==> src/hw/rtl/print_layer_frame_trigger_assert.svh <==
// assertion helpers for the print layer frame trigger
`ifndef PRINT_LAYER_FRAME_TRIGGER_ASSERT_SVH
`define PRINT_LAYER_FRAME_TRIGGER_ASSERT_SVH

// condition must never hold outside reset
`define PLFTRG_NEVER(lbl, cond, msg) \
	lbl: assert property (@(posedge clk) disable iff (!arst_n) !(cond)) else $error(msg);

// antecedent implies consequent in the same cycle
`define PLFTRG_IMPLY(lbl, ante, cons, msg) \
	lbl: assert property (@(posedge clk) disable iff (!arst_n) (ante) |-> (cons)) else $error(msg);

`endif

==> src/hw/rtl/plftrg_pkg.sv <==
package plftrg_pkg;

	// printer state codes
	localparam logic [2:0] ST_OTHER     = 3'd0;
	localparam logic [2:0] ST_PRINTING  = 3'd1;
	localparam logic [2:0] ST_PAUSED    = 3'd2;
	localparam logic [2:0] ST_ATTENTION = 3'd3;

	localparam logic [15:0] FRAMES_MAX = 16'hFFFF;

	// register indexes
	typedef enum logic [2:0] {
		REG_TRIGGER_ON_PRINT    = 3'd0,
		REG_UPLOAD_FOLLOW_PRINT = 3'd1,
		REG_LAYER_FRAME_MODE    = 3'd2,
		REG_Z_MIN_UM            = 3'd3,
		REG_Z_MAX_UM            = 3'd4,
		REG_CONFIRM_TOL_UM      = 3'd5,
		REG_MAX_JUMP_UM         = 3'd6,
		REG_LAYER_DELTA_UM      = 3'd7
	} reg_idx_t;

	typedef struct packed {
		logic [2:0]         printer_state;
		logic               z_present;
		logic signed [19:0] z_um;
		logic               recording;
	} sample_t;

	typedef struct packed {
		logic               start_timelapse;
		logic               stop_timelapse;
		logic               upload_on;
		logic               upload_off;
		logic               frame_trigger;
		logic               rebaselined;
		logic [15:0]        frame_count;
		logic signed [19:0] peak_layer_z_um;
	} result_t;

	typedef struct packed {
		logic               trigger_on_print;
		logic               upload_follow_print;
		logic               layer_frame_mode;
		logic signed [19:0] z_min_um;
		logic signed [19:0] z_max_um;
		logic [15:0]        confirm_tol_um;
		logic [18:0]        max_jump_um;
		logic [15:0]        layer_delta_um;
	} cfg_t;

endpackage

==> src/hw/rtl/print_layer_frame_trigger.sv <==
// Print layer frame trigger: takes one printer status sample per beat and returns
// exactly one result beat with timelapse/upload pulses, the layer frame pulse, the
// session frame count and the peak layer Z. A sample can be accepted every clock while
// result_ready does not stall a full result register; the input register feeds
// the compare/add pass on the tracker state into the result register. Configuration
// writes are taken with cfg_ready always high and must only be issued while no
// sample is in flight; a write to layer_frame_mode drops the pending and baseline Z.
`include "print_layer_frame_trigger_assert.svh"

module print_layer_frame_trigger (
	input  logic                   clk,
	input  logic                   arst_n,
	input  logic                   sample_valid,
	output logic                   sample_ready,
	input  plftrg_pkg::sample_t    sample,
	output logic                   result_valid,
	input  logic                   result_ready,
	output plftrg_pkg::result_t    result,
	input  logic                   cfg_valid,
	output logic                   cfg_ready,
	input  plftrg_pkg::reg_idx_t   cfg_index,
	input  logic [19:0]            cfg_data
);

	logic                 valid_s1;
	plftrg_pkg::sample_t  sample_s1;
	logic                 advance;
	logic                 res_valid_q;
	plftrg_pkg::result_t  res_q;
	plftrg_pkg::result_t  step_res;
	plftrg_pkg::cfg_t     cfg;
	logic                 mode_clr;
	logic                 res_rebase, res_frame, res_begin, res_end;

	assign cfg_ready = 1'b1;

	plftrg_cfg u_cfg (
		.clk      (clk),
		.arst_n   (arst_n),
		.wr_en    (cfg_valid),
		.wr_index (cfg_index),
		.wr_data  (cfg_data),
		.cfg      (cfg),
		.mode_clr (mode_clr)
	);

	// input register moves on when the result register is free
	assign advance      = valid_s1 && (!res_valid_q || result_ready);
	assign sample_ready = !valid_s1 || advance;

	always_ff @(posedge clk or negedge arst_n) begin
		if (!arst_n) begin
			valid_s1 <= 1'b0;
		end else if (sample_ready) begin
			valid_s1 <= sample_valid;
		end
	end

	always_ff @(posedge clk) begin
		if (sample_valid && sample_ready) begin
			sample_s1 <= sample;
		end
	end

	plftrg_track u_track (
		.clk      (clk),
		.arst_n   (arst_n),
		.step_en  (advance),
		.smp      (sample_s1),
		.cfg      (cfg),
		.mode_clr (mode_clr),
		.res      (step_res)
	);

	// result register
	always_ff @(posedge clk or negedge arst_n) begin
		if (!arst_n) begin
			res_valid_q <= 1'b0;
		end else if (advance) begin
			res_valid_q <= 1'b1;
		end else if (result_ready) begin
			res_valid_q <= 1'b0;
		end
	end

	always_ff @(posedge clk) begin
		if (advance) begin
			res_q <= step_res;
		end
	end

	assign result_valid = res_valid_q;
	assign result       = res_q;

	// checks
	assign res_rebase = result_valid && result.rebaselined;
	assign res_frame  = result_valid && result.frame_trigger;
	assign res_begin  = result_valid && (result.start_timelapse || result.upload_on);
	assign res_end    = result_valid && (result.stop_timelapse || result.upload_off);

	`PLFTRG_IMPLY(a_rebase_frame, res_rebase, result.frame_trigger, "rebaselined without frame")
	`PLFTRG_IMPLY(a_frame_count, res_frame, result.frame_count != 16'd0, "frame with zero count")
	`PLFTRG_NEVER(a_start_end, res_begin && res_end, "start and end pulses together")

endmodule

==> src/hw/rtl/plftrg_cfg.sv <==
module plftrg_cfg (
	input  logic                  clk,
	input  logic                  arst_n,
	input  logic                  wr_en,
	input  plftrg_pkg::reg_idx_t  wr_index,
	input  logic [19:0]           wr_data,
	output plftrg_pkg::cfg_t      cfg,
	output logic                  mode_clr
);

	plftrg_pkg::cfg_t cfg_q;

	// register file with documented reset values
	always_ff @(posedge clk or negedge arst_n) begin
		if (!arst_n) begin
			cfg_q.trigger_on_print    <= 1'b0;
			cfg_q.upload_follow_print <= 1'b0;
			cfg_q.layer_frame_mode    <= 1'b0;
			cfg_q.z_min_um            <= -20'sd10000;
			cfg_q.z_max_um            <= 20'sd400000;
			cfg_q.confirm_tol_um      <= 16'd10;
			cfg_q.max_jump_um         <= 19'd5000;
			cfg_q.layer_delta_um      <= 16'd100;
		end else if (wr_en) begin
			case (wr_index)
				plftrg_pkg::REG_TRIGGER_ON_PRINT:    cfg_q.trigger_on_print    <= wr_data[0];
				plftrg_pkg::REG_UPLOAD_FOLLOW_PRINT: cfg_q.upload_follow_print <= wr_data[0];
				plftrg_pkg::REG_LAYER_FRAME_MODE:    cfg_q.layer_frame_mode    <= wr_data[0];
				plftrg_pkg::REG_Z_MIN_UM:            cfg_q.z_min_um       <= $signed(wr_data);
				plftrg_pkg::REG_Z_MAX_UM:            cfg_q.z_max_um       <= $signed(wr_data);
				plftrg_pkg::REG_CONFIRM_TOL_UM:      cfg_q.confirm_tol_um <= wr_data[15:0];
				plftrg_pkg::REG_MAX_JUMP_UM:         cfg_q.max_jump_um    <= wr_data[18:0];
				plftrg_pkg::REG_LAYER_DELTA_UM:      cfg_q.layer_delta_um <= wr_data[15:0];
				default: ;
			endcase
		end
	end

	assign cfg      = cfg_q;
	// a mode write drops the layer tracking history
	assign mode_clr = wr_en && (wr_index == plftrg_pkg::REG_LAYER_FRAME_MODE);

endmodule

==> src/hw/rtl/plftrg_track.sv <==
module plftrg_track (
	input  logic                  clk,
	input  logic                  arst_n,
	input  logic                  step_en,
	input  plftrg_pkg::sample_t   smp,
	input  plftrg_pkg::cfg_t      cfg,
	input  logic                  mode_clr,
	output plftrg_pkg::result_t   res
);

	// tracker state
	logic [1:0]         prev_state_q;
	logic               prev_seen_q;
	logic signed [19:0] pend_z_q;
	logic               pend_v_q;
	logic signed [19:0] base_z_q;
	logic               base_v_q;
	logic signed [19:0] peak_z_q;
	logic               peak_v_q;
	logic [15:0]        frames_q;

	logic [1:0]         n_prev_state;
	logic               n_prev_seen;
	logic signed [19:0] n_pend_z;
	logic               n_pend_v;
	logic signed [19:0] n_base_z;
	logic               n_base_v;
	logic signed [19:0] n_peak_z;
	logic               n_peak_v;
	logic [15:0]        n_frames;

	logic st_known, st_active, st_print, prev_act, prev_print;
	logic started, ended, frame, rebase;
	logic z_ok, in_tol, over_jump, below_base, inside_delta, above_peak;
	logic signed [21:0] z_ext, pend_ext, base_ext, diff, jump_ext, delta_ext;
	logic [21:0]        diff_abs;

	// state decode
	assign st_known   = smp.printer_state <= plftrg_pkg::ST_ATTENTION;
	assign st_active  = (smp.printer_state >= plftrg_pkg::ST_PRINTING) && st_known;
	assign st_print   = smp.printer_state == plftrg_pkg::ST_PRINTING;
	assign prev_act   = prev_seen_q && (prev_state_q != plftrg_pkg::ST_OTHER[1:0]);
	assign prev_print = prev_seen_q && (prev_state_q == plftrg_pkg::ST_PRINTING[1:0]);
	assign started    = !prev_act && st_print;
	assign ended      = prev_act && !st_active;

	// z window and tolerance compare
	assign z_ok      = smp.z_present && (smp.z_um >= cfg.z_min_um) && (smp.z_um <= cfg.z_max_um);
	assign z_ext     = {{2{smp.z_um[19]}}, smp.z_um};
	assign pend_ext  = {{2{pend_z_q[19]}}, pend_z_q};
	assign base_ext  = {{2{base_z_q[19]}}, base_z_q};
	assign diff      = z_ext - pend_ext;
	assign diff_abs  = diff[21] ? 22'(-diff) : 22'(diff);
	assign in_tol    = diff_abs <= {6'd0, cfg.confirm_tol_um};
	assign jump_ext  = $signed({3'd0, cfg.max_jump_um});
	assign delta_ext = $signed({6'd0, cfg.layer_delta_um});

	// baseline compares
	assign over_jump    = z_ext > (base_ext + jump_ext);
	assign below_base   = z_ext < (base_ext - delta_ext);
	assign inside_delta = z_ext < (base_ext + delta_ext);
	assign above_peak   = smp.z_um > peak_z_q;

	// single pass over one sample
	always_comb begin
		n_prev_state = prev_state_q;
		n_prev_seen  = prev_seen_q;
		n_pend_z     = pend_z_q;
		n_pend_v     = pend_v_q;
		n_base_z     = base_z_q;
		n_base_v     = base_v_q;
		n_peak_z     = peak_z_q;
		n_peak_v     = peak_v_q;
		n_frames     = frames_q;
		frame        = 1'b0;
		rebase       = 1'b0;
		res          = '0;

		if (st_known) begin
			if (cfg.layer_frame_mode) begin
				// entering printing starts a fresh session
				if (st_print && !prev_print) begin
					n_pend_v = 1'b0;
					n_base_v = 1'b0;
					n_peak_v = 1'b0;
					n_frames = '0;
				end
				if (!st_print) begin
					n_pend_v = 1'b0;
					if (!smp.recording) begin
						n_base_v = 1'b0;
						n_frames = '0;
					end
				end else if (z_ok && smp.recording) begin
					n_pend_z = smp.z_um;
					n_pend_v = 1'b1;
					// confirmed sample against the baseline
					if (n_pend_v && pend_v_q && in_tol && !(st_print && !prev_print)) begin
						frame = 1'b1;
						if (n_base_v) begin
							if (over_jump) begin
								frame = 1'b0;
							end else if (below_base) begin
								rebase = 1'b1;
							end else if (inside_delta) begin
								frame = 1'b0;
							end
						end
						if (frame) begin
							n_base_z = smp.z_um;
							n_base_v = 1'b1;
							if (!n_peak_v || above_peak) begin
								n_peak_z = smp.z_um;
								n_peak_v = 1'b1;
							end
							if (n_frames != plftrg_pkg::FRAMES_MAX) begin
								n_frames = n_frames + 16'd1;
							end
						end
					end
				end
			end

			if (cfg.trigger_on_print) begin
				if (started) begin
					res.start_timelapse = !smp.recording;
				end else if (ended) begin
					res.stop_timelapse = smp.recording;
				end
			end
			if (cfg.upload_follow_print) begin
				if (ended) begin
					res.upload_off = 1'b1;
				end else if (started) begin
					res.upload_on = 1'b1;
				end
			end
			n_prev_state = smp.printer_state[1:0];
			n_prev_seen  = 1'b1;
		end

		res.frame_trigger   = frame;
		res.rebaselined     = frame && rebase;
		res.frame_count     = n_frames;
		res.peak_layer_z_um = n_peak_v ? n_peak_z : 20'sd0;
	end

	// state update on each sample, mode write drops history
	always_ff @(posedge clk or negedge arst_n) begin
		if (!arst_n) begin
			prev_state_q <= plftrg_pkg::ST_OTHER[1:0];
			prev_seen_q  <= 1'b0;
			pend_z_q     <= '0;
			pend_v_q     <= 1'b0;
			base_z_q     <= '0;
			base_v_q     <= 1'b0;
			peak_z_q     <= '0;
			peak_v_q     <= 1'b0;
			frames_q     <= '0;
		end else if (mode_clr) begin
			pend_z_q <= '0;
			pend_v_q <= 1'b0;
			base_z_q <= '0;
			base_v_q <= 1'b0;
		end else if (step_en) begin
			prev_state_q <= n_prev_state;
			prev_seen_q  <= n_prev_seen;
			pend_z_q     <= n_pend_z;
			pend_v_q     <= n_pend_v;
			base_z_q     <= n_base_z;
			base_v_q     <= n_base_v;
			peak_z_q     <= n_peak_z;
			peak_v_q     <= n_peak_v;
			frames_q     <= n_frames;
		end
	end

endmodule
==> config.mk <==
export PLATFORM = sky130hd
export DESIGN_NAME = print_layer_frame_trigger
export DESIGN_NICKNAME = d
export VERILOG_FILES = /design/src/hw/rtl/plftrg_pkg.sv /design/src/hw/rtl/print_layer_frame_trigger.sv /design/src/hw/rtl/plftrg_cfg.sv /design/src/hw/rtl/plftrg_track.sv
export VERILOG_INCLUDE_DIRS = /design/src /design/src/hw/rtl
export SDC_FILE = /design/constraint.sdc
export NUM_CORES = 1
export LEC_CHECK = 0
export ABC_AREA = 1
export CORE_MARGIN = 5
export CORE_UTILIZATION = 30
export DETAILED_ROUTE_END_ITERATION = 8
export DONT_BUFFER_PORTS = 1
export GPL_ROUTABILITY_DRIVEN = 0
export PLACE_DENSITY = 0.49
export REMOVE_ABC_BUFFERS = 1
export SYNTH_ARGS = -nofsm -noshare
export SYNTH_HDL_FRONTEND = slang
export SYNTH_SLANG_ARGS = --single-unit
==> constraint.sdc <==
create_clock -name clk -period 9.6 [get_ports clk]
set_clock_uncertainty 0.1 [all_clocks]
set_input_delay 0.96 -clock clk [delete_from_list [all_inputs] [get_ports clk]]
set_output_delay 0.96 -clock clk [all_outputs]
set_load 0.1 [all_outputs]
==> flow_summary.ini, run 1 <==
[setup_path]
r2r-end = result[11]
arrival_ns = 6.59
endpoint = result[11]
end_kind = register
criticalPathCategory = register to register
r2r_cells = 31
max_stage_delay_ns = 0.57
start_kind = register
crit_start = u_track.base_z_q[2]
cp_slowest_cell = nand4_4
cp_common_cell = nand2_1
rrSetupSlack_ns = 3.21
cp_max_fo = 40
cp_data_required_time_ns = 9.81
rr_startpoint = u_track.base_z_q[2]

[global_route]
antenna_found_initial = 0
grt_max_degree = 139
grt_overflow_total = 0
grt_pass1_vias = 14800
grt_pass1_wl_um = 84400
grt.total_usage_pct = 16.7

[yosys]
async_flop_share_pct = 72.7
ys_ff_latch = 245
ys_types = 57
netlist_area_sq_um = 17800
seq_area_frac_synth_pct = 36.5
synth_flop_cell = dfrtp_1
netlist_instances = 2302
synth_warnings = 0
synth_edf_count = 67
avgSynthCellArea_sq_um = 7.73

[power_and_ir_drop]
clkPwrFrac_pct = 25.6
intPower_mw = 2.69
total_power_mw = 4.68
power.share.switching_pct = 42.5
pwr-share-comb_pct = 40.9
leakage_nw = 9.49
seqPwrFrac_pct = 33.5
switching_power_mw = 1.99
power_density_nw_per_um2 = 238
peakVddDrop_v = 0.000193

[clocking]
post-cts-setup-buffers = 0
cts_sinks = 245
cts_buffers = 29
cts_max_level = 1
clkSlewWorstSetupHoldPaths_ns = 0.06
clock_latency_ns = 0.57
root_buffer = clkbuf_16
clockBufferDepth = 3
cts_tree = built

[floorplan]
die_x_um = 254
die_area_sq_um = 64300
rows = 89
die_h_um = 254
ios = 98
start_util_pct = 30.2
core-area_sq_um = 58900

[timing]
fin_tns_setup_ns = 0
finalCriticalPeriod_ns = 6.39
postLayoutSetupSlackWorst_ns = 3.21
worst_pin_slew_ns = 1.10
finalCritPeriodShare_pct = 66.5
finalSetupViolCount = 0
holdWs_ns = 0.121
hold_viol = 0
rsz0062_at_grt = no
drv_slew = 0
clock.fmax_mhz = 157
slew_headroom_pct = 26.7

[routing]
wl_per_cell_um = 17.7
firstDrtPassIters = 7
drtIter0Drc = 913
drt_wl_total_um = 54500
drc = 0
via_per_inst = 4.87
ant_nets = 0
vias = 15000

[layout]
synthToLayoutAreaGrowth_pct = 10.6
antenna_cells = 0
final_cell_mix = nand2_1, inv_1, ha_1
nNetsFinal = 2560
layout-drive-gt1-share_pct = 7.52
layout_commonest_cell = nand2_1

[place]
place_ws_ns = 3.22
dp_hpwl_um = 41100
portBuffers = 0

[hold_path]
hold_path_class = input port to asynchronous set/reset pin

[run]
max_cap_violations = 0

[outcome]
status = completed
Yosys cell counts, drive strengths merged (2+ instances only):
library cell,number,area [sq um]
clkinv,2,7.51
a31oi,4,25.0
o21bai,3,22.5
o21ai,253,1340
o21a,2,15.0
xor2,54,473
o31ai,6,45.0
inv,357,1340
buf,20,150
nand3b,6,45.0
dfstp,28,736
nand4,51,340
nand3,109,593
nor3b,3,22.5
or2,4,25.0
o211ai,9,72.6
a21boi,5,37.5
o221ai,3,26.3
nor2,155,623
xnor2,16,140
o22ai,4,25.0
ha,210,2630
nor4,5,31.3
nand2,559,2140
clkbuf,39,146
dfrtp,150,3750
fa,4,80.1
nor3,21,105
a21oi,144,736
edfxtp,67,2010
per-stage QoR:
stage | util [%] | cell area [sq um] | instances
2_1_floorplan | - | 17500 | 2243
4_1_cts | 33.4 | 19700 | 3088
5_1_grt | 33.4 | 19700 | 3088
3_5_place_dp | 31.6 | 18600 | 3033
3_3_place_gp | 31.6 | 18600 | 3033
6_report | 33.4 | 19700 | 3088
layer usage:
metal | vias up | track usage (%) | share of wire (%)
met2 | 294 | 27.5 | 45
li1 | 7564 | - | -
met5 | - | 0 | 0
met3 | 73 | 2.79 | 4.9
met1 | 7100 | 22.4 | 46
met4 | 0 | 5.54 | 3.7
power by group through the flow:
| stage | Sequential [mW] | Combinational, mW | Clock [mW] |
|---|---|---|---|
| 6_report | 1.57 | 1.91 | 1.20 |
| 5_1_grt | 1.59 | 2.20 | 1.28 |
| 4_1_cts | 1.57 | 1.92 | 1.24 |
| 3_5_place_dp | 1.59 | 1.89 | 0 |
| 3_3_place_gp | 1.59 | 1.87 | 0 |
| 2_1_floorplan | 1.53 | 1.43 | 0 |
worst min-delay path by stage:
| stage | from | slack, ns | depth (start not counted) | endpoint |
|---|---|---|---|---|
| after floorplan | u_track.frames_q[8] | 0.35 | 2 | u_track.frames_q[8] |
| after detailed placement | u_track.frames_q[8] | 0.37 | 2 | u_track.frames_q[8] |
| after global routing | arst_n | 0.1 | 1 | u_cfg.cfg[18] |
| after global placement | u_cfg.cfg[54] | 0.37 | 2 | u_cfg.cfg[54] |
| after CTS | arst_n | 0.1 | 1 | u_track.base_z_q[10] |
| final | arst_n | 0.12 | 1 | u_track.base_z_q[10] |
sequential cells by signal, summed over array words and instances, names as in the netlist, 2 cells and up:
register and cells:
result 42, u_track.base_z_q 20, u_track.frames_q 16, u_cfg.cfg 94
sample_s1 25, u_track.pend_z_q 20, u_track.prev_state_q 2, u_track.peak_z_q 20
what timing repair did:
action                                 4_1_cts  5_1_grt
resized for setup                            0        0
hold buffers                                 2        0
endpoints found under the hold margin      138        0
cell type report:
| type | count | area, sq um |
|---|---|---|
| multi-input combinational | 1639 | 9670 |
| clock inverter | 11 | 160 |
| clock buffer | 42 | 867 |
| fill | 6204 | 39200 |
| sequential | 245 | 6500 |
| inverter | 359 | 1350 |
| timing repair buffer | 19 | 175 |
| tap | 773 | 967 |
logic make-up after synthesis:
logic type,share of synthesized area (%)
xor+xnor,3.44
flops,36.5
fa+ha+maj,15.2
other cells,0.0211
buf+inv,9.23
compound gates,13.5
simple gates,22.1
critical path: cells and delay by family (launching register included):
kind | cells | cell delay [ns]
xor+xnor | 2 | 0.13
fa+ha+maj | 2 | 0.65
compound gates | 6 | 1.87
flops | 1 | 0.45
buf+inv | 2 | 0.29
simple gates | 19 | 2.58
Power figures use the tool's default switching activity.
==> run 2: changes to the inputs <==
clock period = 6.1 ns   (was 9.6 ns; I/O delays follow)
==> run 2 against run 1 <==
Compared with the run above: first-iteration DRC count increased by 16%; power grew 58%; largest cell class unchanged; critical path depth unchanged; clock-buffer cell count rose by 1; wire length is 0.18% lower; cell count is 1.3% higher; hold slack got worse by 0.092 ns; largest power group unchanged; combinational power grew 63%; sequential share of layout area down 0.54 points; sequential power up 56%; fmax grew 11%.
==> flow_summary.ini, run 2 (same netlist as run 1, synthesis figures left out) <==
[power_and_ir_drop]
clkPwrFrac_pct = 24.7
intPower_mw = 4.21
seqPwrFrac_pct = 33.2
leakage_nw = 9.63
pwr-share-comb_pct = 42.1
power_density_nw_per_um2 = 369
switching_power_mw = 3.19
power.share.switching_pct = 43.1
peakVddDrop_v = 0.000259

[setup_path]
cp_common_cell = nand2_1
cp_slowest_cell = dfstp_2
cpLargestDelayFamily = compound AO/OA/AOI/OAI gates
start_kind = register
max_stage_delay_ns = 0.54
r2r-end = result[9]
arrival_ns = 5.98
end_kind = register
criticalPathCategory = register to register
cp_max_fo = 40
rr_startpoint = u_cfg.cfg[2]
rrSetupSlack_ns = 0.34
path_depth = 31
cp_data_required_time_ns = 6.33
critPathBufInv = 5
r2r_cells = 31

[global_route]
grt_pass1_vias = 15200
grt_overflow_total = 0
grt_max_degree = 179
grt.total_usage_pct = 16.7
grt_pass1_wl_um = 84900
antenna_found_initial = 0

[timing]
slew_headroom_pct = 27.3
rsz0062_at_grt = yes
finalCriticalPeriod_ns = 5.76
clock.fmax_mhz = 174
fin_tns_setup_ns = 0
drv_slew = 0
finalSetupViolCount = 0
hold_viol = 0
worst_pin_slew_ns = 1.09
finalCritPeriodShare_pct = 94.4

[place]
portBuffers = 0
place_area_sq_um = 18800
dp_hpwl_um = 41700

[routing]
ant_nets = 0
wl_per_cell_um = 17.4
firstDrtPassIters = 6
drt_wl_total_um = 54400
vias = 15300
via_per_inst = 4.88
drc = 0
drtIter0Drc = 1055

[floorplan]
core-area_sq_um = 58900
die_x_um = 254
die_h_um = 254
ios = 98
rows = 89
start_util_pct = 30.2
die_area_sq_um = 64300

[layout]
synthToLayoutAreaGrowth_pct = 12.4
layout-drive-gt1-share_pct = 8.71
largest_register_ffs = 94
layout_commonest_cell = nand2_1
stdcell_area_sq_um = 20000
final_cell_mix = nand2_1, inv_1, ha_1
antenna_cells = 0
nNetsFinal = 2598

[hold_path]
hold_path_class = input port to asynchronous set/reset pin

[clocking]
cts_tree = built
clock_latency_ns = 0.59
root_buffer = clkbuf_16
cts_sinks = 245
clockBufferDepth = 3
cts_buffers = 29
cts_max_level = 1
clkSlewWorstSetupHoldPaths_ns = 0.06

[outcome]
status = completed

[run]
max_cap_violations = 0
-- run 2: cell count changes in the layout (fill, tap and decap cells not counted), sizes merged --
cell	before	now
buf	19	41
inv	359	358
clkinv	7	5
clkinvlp	0	3
clkbuf	42	43
dlygate4sd3	0	16
-- run 2: repair_timing --
item,CTS,global route
endpoints found under the setup margin,1,91
hold endpoints to repair,193,1
buffers inserted,0,4
pin swaps,0,5
gates resized for setup,1,22
hold buffers,16,1
-- run 2: power groups by stage --
| stage | Clock, mW | Combinational (mW) | Sequential, mW |
|---|---|---|---|
| floorplan | 0 | 2.25 | 2.41 |
| global placement | 0 | 2.95 | 2.48 |
| detailed placement | 0 | 3.01 | 2.48 |
| CTS | 1.88 | 3.07 | 2.46 |
| global route | 1.94 | 3.58 | 2.49 |
| finish | 1.83 | 3.11 | 2.45 |
-- run 2: worst max-delay path by stage --
stage                         from              endpoint  slack, ns
2_1_floorplan  u_track.base_z_q[1]            result[10]       0.85
3_3_place_gp          u_cfg.cfg[2]   u_track.base_z_q[0]       0.04
3_5_place_dp          u_cfg.cfg[2]  u_track.base_z_q[19]       0.05
4_1_cts               u_cfg.cfg[2]             result[8]       0.02
5_1_grt        u_track.base_z_q[0]            result[33]      -0.09
6_report              u_cfg.cfg[2]             result[9]       0.34
-- run 2: final cells by class --
class / count / area [sq um]
Fill cell: 6138 / 38900
Timing Repair Buffer: 57 / 500
Sequential cell: 245 / 6500
Clock inverter: 11 / 166
Clock buffer: 43 / 798
Inverter: 359 / 1350
Tap cell: 773 / 967
Multi-Input combinational cell: 1639 / 9730
-- run 2: worst reg2reg max path, delay by kind of cell, from the launching register on --
| family | cells | cell delay [ns] |
|---|---|---|
| adders and majority gates | 2 | 0.67 |
| AOI/OAI and AO/OA | 9 | 2.02 |
| xor gates and xnor gates | 2 | 0.31 |
| buffers and inverters | 5 | 0.53 |
| DFF | 1 | 0.54 |
| and+or+nand+nor | 13 | 1.31 |
-- run 2: routing by layer --
metal  share of wire, %  track usage, %  routed length [um]
met3                5.6            3.05                3070
met5                  0               0                   0
met1                 46            22.7               25300
met2                 44            27.0               24200
met4                3.4            5.43                1850
-- run 2: stage by stage --
| step | hold WS (ns) | setup slack, ns | total power, mW | instances | utilization [%] |
|---|---|---|---|---|---|
| CTS | 0.0000272 | 0.0151 | 7.40 | 3122 | 33.8 |
| finish | 0.0284 | 0.344 | 7.39 | 3127 | 34.0 |
| floorplan | 0.214 | 0.851 | 4.66 | 2243 | - |
| detailed placement | 0.246 | 0.0469 | 5.49 | 3052 | 31.9 |
| global route | 0.00113 | -0.0886 | 8.01 | 3127 | 34.0 |
| global placement | 0.246 | 0.0406 | 5.43 | 3052 | 31.9 |
==> run 3: changes to the inputs <==
--- a/config.mk
+++ b/config.mk
@@ -10,3 +10,3 @@
 export CORE_MARGIN = 5
-export CORE_UTILIZATION = 30
+export CORE_UTILIZATION = 50
 export DETAILED_ROUTE_END_ITERATION = 8
@@ -14,3 +14,3 @@
 export GPL_ROUTABILITY_DRIVEN = 0
-export PLACE_DENSITY = 0.49
+export PLACE_DENSITY = 0.7
 export REMOVE_ABC_BUFFERS = 1
--- a/constraint.sdc
+++ b/constraint.sdc
@@ -4,2 +4,2 @@
 set_output_delay 0.61 -clock clk [all_outputs]
-set_load 0.1 [all_outputs]
+set_load 0.01 [all_outputs]
==> run 3 against run 2 <==
Compared with the run above: the flow now finishes with violations (hold timing); combinational power about the same; sequential cell count unchanged; critical path depth decreased by 2; first-iteration DRC count decreased by 1.8%; critical endpoint is now result[22]; largest power group unchanged.
==> flow_summary.ini, run 3 (same netlist as run 1, synthesis figures left out) <==
[place]
place_ws_ns = -0.141
dp.cells = 2737
portBuffers = 0
dp_hpwl_um = 37700
place_area_sq_um = 18400

[setup_path]
cp_common_cell = nand2_1
criticalPathCategory = register to register
cp_data_required_time_ns = 6.31
end_kind = register
cp_slowest_cell = edfxtp_1
start_kind = register
cp_max_fo = 12
arrival_ns = 6.12
max_stage_delay_ns = 0.49

[clocking]
clkSlewWorstSetupHoldPaths_ns = 0.06
clock_latency_ns = 0.58
root_buffer = clkbuf_16
cts_buffers = 29
clockBufferDepth = 3
cts_sinks = 245
cts_max_level = 1
cts_tree = built

[floorplan]
core-area_sq_um = 35400
ios = 98
rows = 69
die_x_um = 199
die_area_sq_um = 39500
die_h_um = 199
start_util_pct = 50.3

[timing]
hold_viol = 43
postLayoutSetupSlackWorst_ns = 0.189
clock.fmax_mhz = 169
finalSetupViolCount = 0
holdWs_ns = -0.0474
drv_slew = 0
finalCriticalPeriod_ns = 5.91
slew_headroom_pct = 26.0
worst_pin_slew_ns = 1.11
finalCritPeriodShare_pct = 96.9

[power_and_ir_drop]
intPower_mw = 4.23
clkPwrFrac_pct = 25.6
switching_power_mw = 2.88
power.share.switching_pct = 40.5
power_density_nw_per_um2 = 362
seqPwrFrac_pct = 30.7
leakage_nw = 9.66
pwr-share-comb_pct = 43.7
total_power_mw = 7.11
peakVddDrop_v = 0.000304

[layout]
layout_commonest_cell = nand2_1
layout-drive-gt1-share_pct = 9.01
stdcell_count = 2804
largest_register_ffs = 94
final_cell_mix = nand2_1, inv_1, ha_1
stdcell_area_sq_um = 19600
synthToLayoutAreaGrowth_pct = 10.2
final_core_util_pct = 55.4
fillers = 3251
nNetsFinal = 2586

[routing]
vias = 15500
via_per_inst = 5.51
ant_nets = 0
drtIter0Drc = 1036
drt_wl_total_um = 49200
wl_per_cell_um = 17.6
firstDrtPassIters = 6
drc = 0

[global_route]
grt_pass1_vias = 14900
grt_overflow_total = 0
grt.total_usage_pct = 24.6
grt_pass1_wl_um = 77600
antenna_found_initial = 1
grt_max_degree = 179

[outcome]
status = complete, but fails checks
violations = hold timing

[run]
max_cap_violations = 0

[hold_path]
hold_path_class = input port to asynchronous set/reset pin
-- run 3: changes by cell type in the layout (fill, tap and decap cells not counted), moves of 2 or more --
cell	previous run	this run
nor2_1	140	142
clkinv_2	3	6
clkinvlp_4	3	1
nor2_2	13	11
buf_12	1	5
clkbuf_1	12	5
clkbuf_16	29	31
dlygate4sd3_1	16	3
buf_4	39	36
clkbuf_8	2	5
-- run 3: cell type report --
cell class | instances | area [sq um] | area share (%)
Timing Repair Buffer | 45 | 428 | 2.18
Sequential cell | 245 | 6500 | 33.2
Inverter | 359 | 1350 | 6.87
Clock inverter | 13 | 151 | 0.772
Tap cell | 461 | 577 | 2.94
Multi-Input combinational cell | 1639 | 9740 | 49.7
Antenna cell | 1 | 2.50 | 0.0128
Clock buffer | 41 | 863 | 4.40
-- run 3: power groups by stage --
stage | registers, mW | clock network [mW] | logic (mW)
5_1_grt | 2.21 | 1.92 | 3.53
3_5_place_dp | 2.21 | 0 | 2.97
4_1_cts | 2.18 | 1.86 | 3.03
2_1_floorplan | 2.16 | 0 | 2.24
3_3_place_gp | 2.20 | 0 | 2.88
6_report | 2.18 | 1.82 | 3.11
-- run 3: stage by stage --
stage / setup TNS (ns) / hold slack (ns)
finish: 0 / -0.0474
global route: -0.150 / 0.00690
CTS: 0 / 0.00181
detailed placement: -1.91 / 0.241
global placement: -0.961 / 0.240
floorplan: 0 / 0.214
-- run 3: metal layers --
metal	part of all wire [%]	vias up	wire length, um	GRT usage [%]
met5	0.028	-	14	0
met2	47	468	23100	41.4
met4	4.2	2	2090	9.07
met3	6.2	105	3040	3.78
li1	-	7604	-	-
met1	43	7274	21000	32.2
-- run 3: timing repair --
| action | 4_1_cts | 5_1_grt |
|---|---|---|
| pin swaps | 0 | 4 |
| gates resized for setup | 1 | 23 |
| setup endpoints to repair | 41 | 90 |
| hold buffers | 4 | 0 |
| hold endpoints to repair | 181 | 0 |
| cloned | 0 | 0 |
| setup buffers | 1 | 7 |
-- run 3: path summary, 6_finish.rpt --
check | cells after the start | startpoint | end | slack, ns
min in group clk | 0 | sample[5] | sample_s1[5] | 0.03
max reg2reg | 29 | sample_s1[1] | result[22] | 0.19
min | 1 | arst_n | u_track.peak_z_q[5] | -0.05
min reg2reg | 2 | u_track.pend_z_q[13] | u_track.pend_z_q[13] | 0.39
max | 29 | sample_s1[1] | result[22] | 0.19
max in group asynchronous | 1 | arst_n | u_cfg.cfg[81] | 5.16
-- run 3: critical path: cells and delay by family, from the launching register on --
family          cells  cell delay (ns)
fa+ha+maj           3             0.91
buf+inv             6             0.86
compound gates      2             0.30
simple gates       17             2.81
flops               1             0.49
xor+xnor            1             0.15
